File: config.mk
export PLATFORM = sky130hd
export DESIGN_NAME = pr_div
export DESIGN_NICKNAME = d
export VERILOG_FILES = /design/src/sv/pr_pkg.sv /design/src/sv/pr_div.sv
export SDC_FILE = /design/constraint.sdc
export NUM_CORES = 1
export LEC_CHECK = 0
export BUFFER_PORTS_ARGS = -buffer_cell sky130_fd_sc_hd__buf_2
export CAP_MARGIN = 5
export CORE_ASPECT_RATIO = 1.75
export CORE_MARGIN = 2
export CORE_UTILIZATION = 60
export CTS_CLUSTER_DIAMETER = 30
export DETAILED_ROUTE_END_ITERATION = 8
export GPL_TIMING_DRIVEN = 0
export HOLD_SLACK_MARGIN = 0.06
export PLACE_DENSITY_LB_ADDON = 0.25
export SLEW_MARGIN = 20
export SYNTH_ARGS = -nofsm -noshare
export SYNTH_HDL_FRONTEND = slang
export SYNTH_SLANG_ARGS = --single-unit
File: constraint.sdc
create_clock -name clk_i -period 9.75 [get_ports clk_i]
set_input_delay 1.95 -clock clk_i [delete_from_list [all_inputs] [get_ports clk_i]]
set_output_delay 1.95 -clock clk_i [all_outputs]
set_load 0.01 [all_outputs]
File: src/sv/pr_pkg.sv
// Shared types and constants for the dense PageRank engine.
// No dependencies; every other file refers to this package by scoped names.
package pr_pkg;

  // Default node capacity and fixed-point one (Q16.16)
  localparam int unsigned MaxNodes = 64;
  localparam int unsigned QOne     = 65536;

  // Quotient width of the shared divider; every quotient is at most one
  localparam int unsigned QuotW    = 17;
  // Dividend width: a Q16.16 entry shifted up by 16
  localparam int unsigned DvdW     = 48;

  // Configuration register reset values
  localparam logic [6:0]  NodeCountRst = 7'd64;
  localparam logic [16:0] DampingRst   = 17'd55706;
  localparam logic [7:0]  IterCountRst = 8'd50;
  localparam logic        IndexBaseRst = 1'b0;

  // Configuration register indexes
  localparam logic [1:0] CfgNodeCount = 2'd0;
  localparam logic [1:0] CfgDamping   = 2'd1;
  localparam logic [1:0] CfgIterCount = 2'd2;
  localparam logic [1:0] CfgIndexBase = 2'd3;

  // Command kinds
  typedef enum logic [1:0] {
    KIND_BEGIN   = 2'd0,
    KIND_EDGE    = 2'd1,
    KIND_COMPUTE = 2'd2
  } kind_e;

  typedef struct packed {
    kind_e      kind;
    logic [6:0] src_node;
    logic [6:0] dst_node;
  } cmd_t;

  typedef struct packed {
    logic [5:0]  node;
    logic [16:0] rank;
    logic        last;
  } res_t;

endpackage

File: src/sv/pr_div.sv
// Restoring divider, one quotient bit per cycle, quotient known to be at most one (Q16).
// Depends on pr_pkg for the quotient and dividend widths.
module pr_div #(
  parameter int unsigned DvsW = 38
) (
  input  logic                      clk_i,
  input  logic                      rst_ni,
  input  logic                      start_i,
  input  logic [pr_pkg::DvdW-1:0]   dividend_i,
  input  logic [DvsW-1:0]           divisor_i,
  output logic                      done_o,
  output logic [pr_pkg::QuotW-1:0]  quot_o
);

  localparam int unsigned Sh   = pr_pkg::QuotW - 1;
  localparam int unsigned CmpW = (DvsW + Sh > pr_pkg::DvdW) ? DvsW + Sh : pr_pkg::DvdW;
  localparam int unsigned CntW = $clog2(pr_pkg::QuotW);

  logic                     run_q;
  logic                     done_q;
  logic [CntW-1:0]          cnt_q;
  logic [CmpW-1:0]          rem_q;
  logic [CmpW-1:0]          dsh_q;
  logic [pr_pkg::QuotW-1:0] quot_q;
  logic                     ge;

  assign ge = rem_q >= dsh_q;

  // Sequence control
  always_ff @(posedge clk_i or negedge rst_ni) begin
    if (!rst_ni) begin
      run_q  <= 1'b0;
      done_q <= 1'b0;
      cnt_q  <= '0;
    end else if (start_i) begin
      run_q  <= 1'b1;
      done_q <= 1'b0;
      cnt_q  <= '0;
    end else if (run_q) begin
      cnt_q <= cnt_q + CntW'(1);
      if (cnt_q == CntW'(Sh)) begin
        run_q  <= 1'b0;
        done_q <= 1'b1;
      end
    end else begin
      done_q <= 1'b0;
    end
  end

  // Shift and subtract datapath
  always_ff @(posedge clk_i) begin
    if (start_i) begin
      rem_q  <= CmpW'(dividend_i);
      dsh_q  <= CmpW'(divisor_i) << Sh;
      quot_q <= '0;
    end else if (run_q) begin
      if (ge) begin
        rem_q <= rem_q - dsh_q;
      end
      dsh_q  <= dsh_q >> 1;
      quot_q <= {quot_q[pr_pkg::QuotW-2:0], ge};
    end
  end

  assign done_o = done_q;
  assign quot_o = quot_q;

endmodule

Yosys cells after proc, flatten, opt, wreduce, memory -nomap -nowiden

Cells that the tools add are included.

Register bits: 132
Bits in latches: 0
Memory bits (writable): 0
Bits in read-only memories: 0
Bits of input ports: 89
Output and inout port bits: 18
Logic and storage cells: 30
Memories kept: 0

Add/sub/neg operators: 2
Multiply operators: 0
Div/mod/pow operators: 0
$lt $le $gt $ge: 1
Eq/ne operators: 2
Shift operators: 0
Multiplexer cells: 13
Bitwise gates (word level): 0
Reduce and logical (&&, ||, !) cells: 4

Operator list:

| kind                  | number |
|---|---|
| $mux W48              | 3 |
| $mux W54              | 2 |
| $ge A54 B54 Y1        | 1 |
| $sub A54 B54 Y54      | 1 |
| $mux W5               | 2 |
| $mux W1               | 6 |
| $add A5 B1 Y5 const B | 1 |
| $eq A5 B5 Y1 const B  | 1 |
| $reduce_and A2 Y1     | 2 |
| $reduce_bool A2 Y1    | 2 |
| $ne A3 B2 Y1 const B  | 1 |

Depth between registers and ports, before layout

Word-level depth: 4
Depth in mapped cells: 13
Gate-level depth less buffers: 13

Worst setup path before layout

No wires, ideal clock.

Path type: input -> register
From: input start_i
To: register rem_q[0] (enable)
Arrival: 3.482 ns
Path slack: 5.853 ns
Stages: 2
Cells stage by stage: clkbuf_1 a221o_1

Cells in the longest elaborated chain, start to end: 2
Elaborated cells on any way between the ends: 3
Those cells by class: reduce/logical (3)

Ends and longest elaborated chain:

| item                                   | line         | text |
|---|---|---|
| start: declaration                     | pr_div.sv:8  | `input logic start_i,` |
| $reduce_bool A2 Y1 (no source line)    | -            |  |
| $reduce_and A2 Y1 (no source line) (*) | -            |  |
| end signal: assignment                 | pr_div.sv:53 | `rem_q <= CmpW'(dividend_i);` |
| end signal: assignment                 | pr_div.sv:58 | `rem_q <= rem_q - dsh_q;` |
| end: declaration                       | pr_div.sv:22 | `logic [CmpW-1:0] rem_q;` |

Every way passes the cells marked *; elsewhere a longest branch is shown, timed or not.
A chain may end at the register's enable or synchronous reset.

Final worst setup path

From: register rem_q[0]
To: register rem_q[16] (enable)

Cells in the longest elaborated chain, start to end: 3

Ends and longest elaborated chain:

| item                                | line         | text |
|---|---|---|
| $ge A54 B54 Y1                      | pr_div.sv:27 | `assign ge = rem_q >= dsh_q;` |
| $reduce_bool A2 Y1 (no source line) | -            |  |
| $reduce_and A2 Y1 (no source line)  | -            |  |

No other way between the ends.

==> results.cfg <==
[logic_synthesis]
synth-async-reset-ratio_pct = 5.30
syn-num-nets = 1095
postSynthAreaPerCell_um2 = 9.09
synth.area.top_cells = edfxtp_1 (30%), dfxtp_1 (9.1%), ha_1 (8.1%), nand2_1 (5.1%), mux2i_1 (3.9%)
yosysMostFrequentCell = nand2_1
synth_top_area_share_pct = 29.9
yosys_warnings = 0
synth_edf_count = 86
netlist_top_cells_count = nand2_1 (117), edfxtp_1 (86), inv_1 (81), nor2_1 (69), o21ai_0 (68)
netlist_area_mm2 = 0.00862
synth_seq_cells = 132
synth_cells = 949
seq_area_frac_synth_pct = 41.0
synth.largest_area_cell = edfxtp_1
ys.flop_type = edfxtp_1
synth.distinct_cells = 72

[critical_path]
end_kind = flip-flop
cp_max_fo = 28
required_ns = 9.92
cp_data_arrival_time_ns = 3.89
crit_type = flip-flop to flip-flop
worst_setup_path_start_kind = flip-flop

[placed_design]
pre_cts_slack_ns = 5.75
portBuffers = 105
place_congestion = 0.938
dpl.hpwl_um = 16500
dp.cells = 1235

[route]
vias = 7504
ant_nets = 0
wirelength_um = 22100
drc_errors = 0
routedWlPerCell_um = 17.4
first_pass_iters = 7
drt_iter0_drc = 446
vias_per_cell = 5.92

[timing]
finalHoldViolations = 0
holdWs_ns = 0.478
worstMarginPinSlew_ns = 1.05
setup_viol = 0
slew_headroom_pct = 30.2
slew_violations = 0
post-route-period-util_pct = 38.2
setup_ws_ns = 6.03
min_period_ns = 3.72
tns_ns = 0
rsz0062_at_grt = false
max_freq_ghz = 0.269
finalClockSkew_ns = 0.00961

[floorplanning]
die_area_mm2 = 0.0154
initial_core_util_pct = 60.6
core_area_mm2 = 0.0142
num_rows = 58
io_pins = 107
die_w_um = 94.6
die_y_um = 163

[flow_run]
cap_violations = 0

[power_and_ir_drop]
net-switching-power_mw = 1.30
ir_drop_mv = 0.169
pwr-share-seq_pct = 27.2
power_mw = 3.07
powerDensity_mw_per_mm2 = 307
combinationalPowerShare_pct = 51.7
clkPwrFrac_pct = 21.1
power.leakage_nw = 4.50
swShare_pct = 42.3
p_int_mw = 1.77

[clock_tree]
hold_buffers = 0
clkSlewWorstSetupHoldPaths_ns = 0.07
clk_latency_ns = 0.43
cts_tree = built
post_cts_buffers = 0
cts_resized = 0
cts_buffers = 17
clockRootBuffer = clkbuf_16
cts_htree_levels = 4
cts_sinks = 132
clock_path_buffers = 2

[global_route]
grt_pass1_vias = 7489
grt_max_degree = 40
grt_pass1_wl_um = 35000
overflow = 0
grtUsageTotal_pct = 29.2
grt_antenna_before_repair = 0

[hold_path]
hold_path.class = flip-flop to flip-flop

[layout]
diodes = 0
fin_cells = 1267
drive_gt1_share_pct = 15.7
syn2layout_area_growth_pct = 16.0
nNetsFinal = 1220

[run_status]
status = finished clean
[metrics by stage]
stage,area [µm²],util [%]
final,10000,70.3
after global routing,10000,70.3
after CTS,10000,70.3
after detailed placement,9410,66.1
after global placement,9370,65.9
after floorplan,8620,-
[state kept, by name (all words and copies together) (netlist names)]
signal	count
cnt_q	5
done_o	1
dsh_q	54
quot_o	17
rem_q	54
run_q	1
[per-layer routing]
| layer | up-vias | part of all wire, % | global-route usage (%) |
|---|---|---|---|
| met5 | - | 0 | 0 |
| met4 | 0 | 4.7 | 14.4 |
| met3 | 60 | 4.9 | 4.58 |
| met2 | 245 | 52 | 53.0 |
| met1 | 3537 | 38 | 32.4 |
| li1 | 3662 | - | - |
[final timing paths]
kind	endpoint	slack, ns	cells after the start	start
setup reg to reg	rem_q[16]$_DFFE_PP_	6.03	13	rem_q[0]$_DFFE_PP_
max in group asynchronous	run_q$_DFF_PN0_	8.25	1	rst_ni
hold / removal	rem_q[50]$_SDFFE_PP0P_	0.48	2	rem_q[50]$_SDFFE_PP0P_
hold reg to reg	rem_q[50]$_SDFFE_PP0P_	0.48	2	rem_q[50]$_SDFFE_PP0P_
min in group asynchronous	cnt_q[3]$_DFFE_PN0P_	1.34	1	rst_ni
setup / recovery	rem_q[16]$_DFFE_PP_	6.03	13	rem_q[0]$_DFFE_PP_
[worst max-delay path: stages, from the launching register on]
cell	delay (ns)
edfxtp_1	0.37
inv_1	0.06
ha_1	0.16
inv_1	0.05
fa_1	0.39
a21o_1	0.21
a22oi_1	0.31
a21oi_2	0.16
and4_1	0.23
o211ai_1	0.33
o21a_2	0.22
o21ai_1	0.13
a221o_4	0.56
buf_12	0.26
[cells by family after synthesis]
| family | after synthesis | share of synthesized area [%] |
|---|---|---|
| DFF | 132 | 41.0 |
| xor gates and xnor gates | 53 | 5.38 |
| and+or+nand+nor | 259 | 13.4 |
| muxes | 37 | 4.34 |
| adders and majority gates | 57 | 8.36 |
| buffers and inverters | 132 | 5.88 |
| AOI/OAI and AO/OA | 279 | 21.6 |
[placed cells by master (no fill, tap or decap), types with 37 or more instances in the layout]
cell type / n
nand2_1: 117
buf_2: 113
edfxtp_1: 86
inv_1: 81
nor2_1: 69
o21ai_0: 68
a21oi_1: 58
ha_1: 56
clkbuf_1: 40
dfxtp_1: 39
o31ai_1: 37
[final cells by class]
| type | count | area (µm²) |
|---|---|---|
| fillers | 1183 | 4220 |
| flip-flops and latches | 132 | 3540 |
| multi-input cells | 685 | 4590 |
| clock inverters | 14 | 148 |
| well taps | 180 | 225 |
| inverters | 81 | 304 |
| plain buffers | 51 | 203 |
| clock buffers | 18 | 450 |
| repair buffers | 106 | 546 |
[power groups by stage]
stage	combinational, mW	clock (mW)	sequential [mW]
after floorplan	1.21	0	0.834
after global placement	1.50	0	0.843
after detailed placement	1.55	0	0.845
after CTS	1.56	0.651	0.834
after global routing	1.76	0.673	0.847
final	1.59	0.649	0.835
Note: power is estimated with default switching activity, not from simulation.
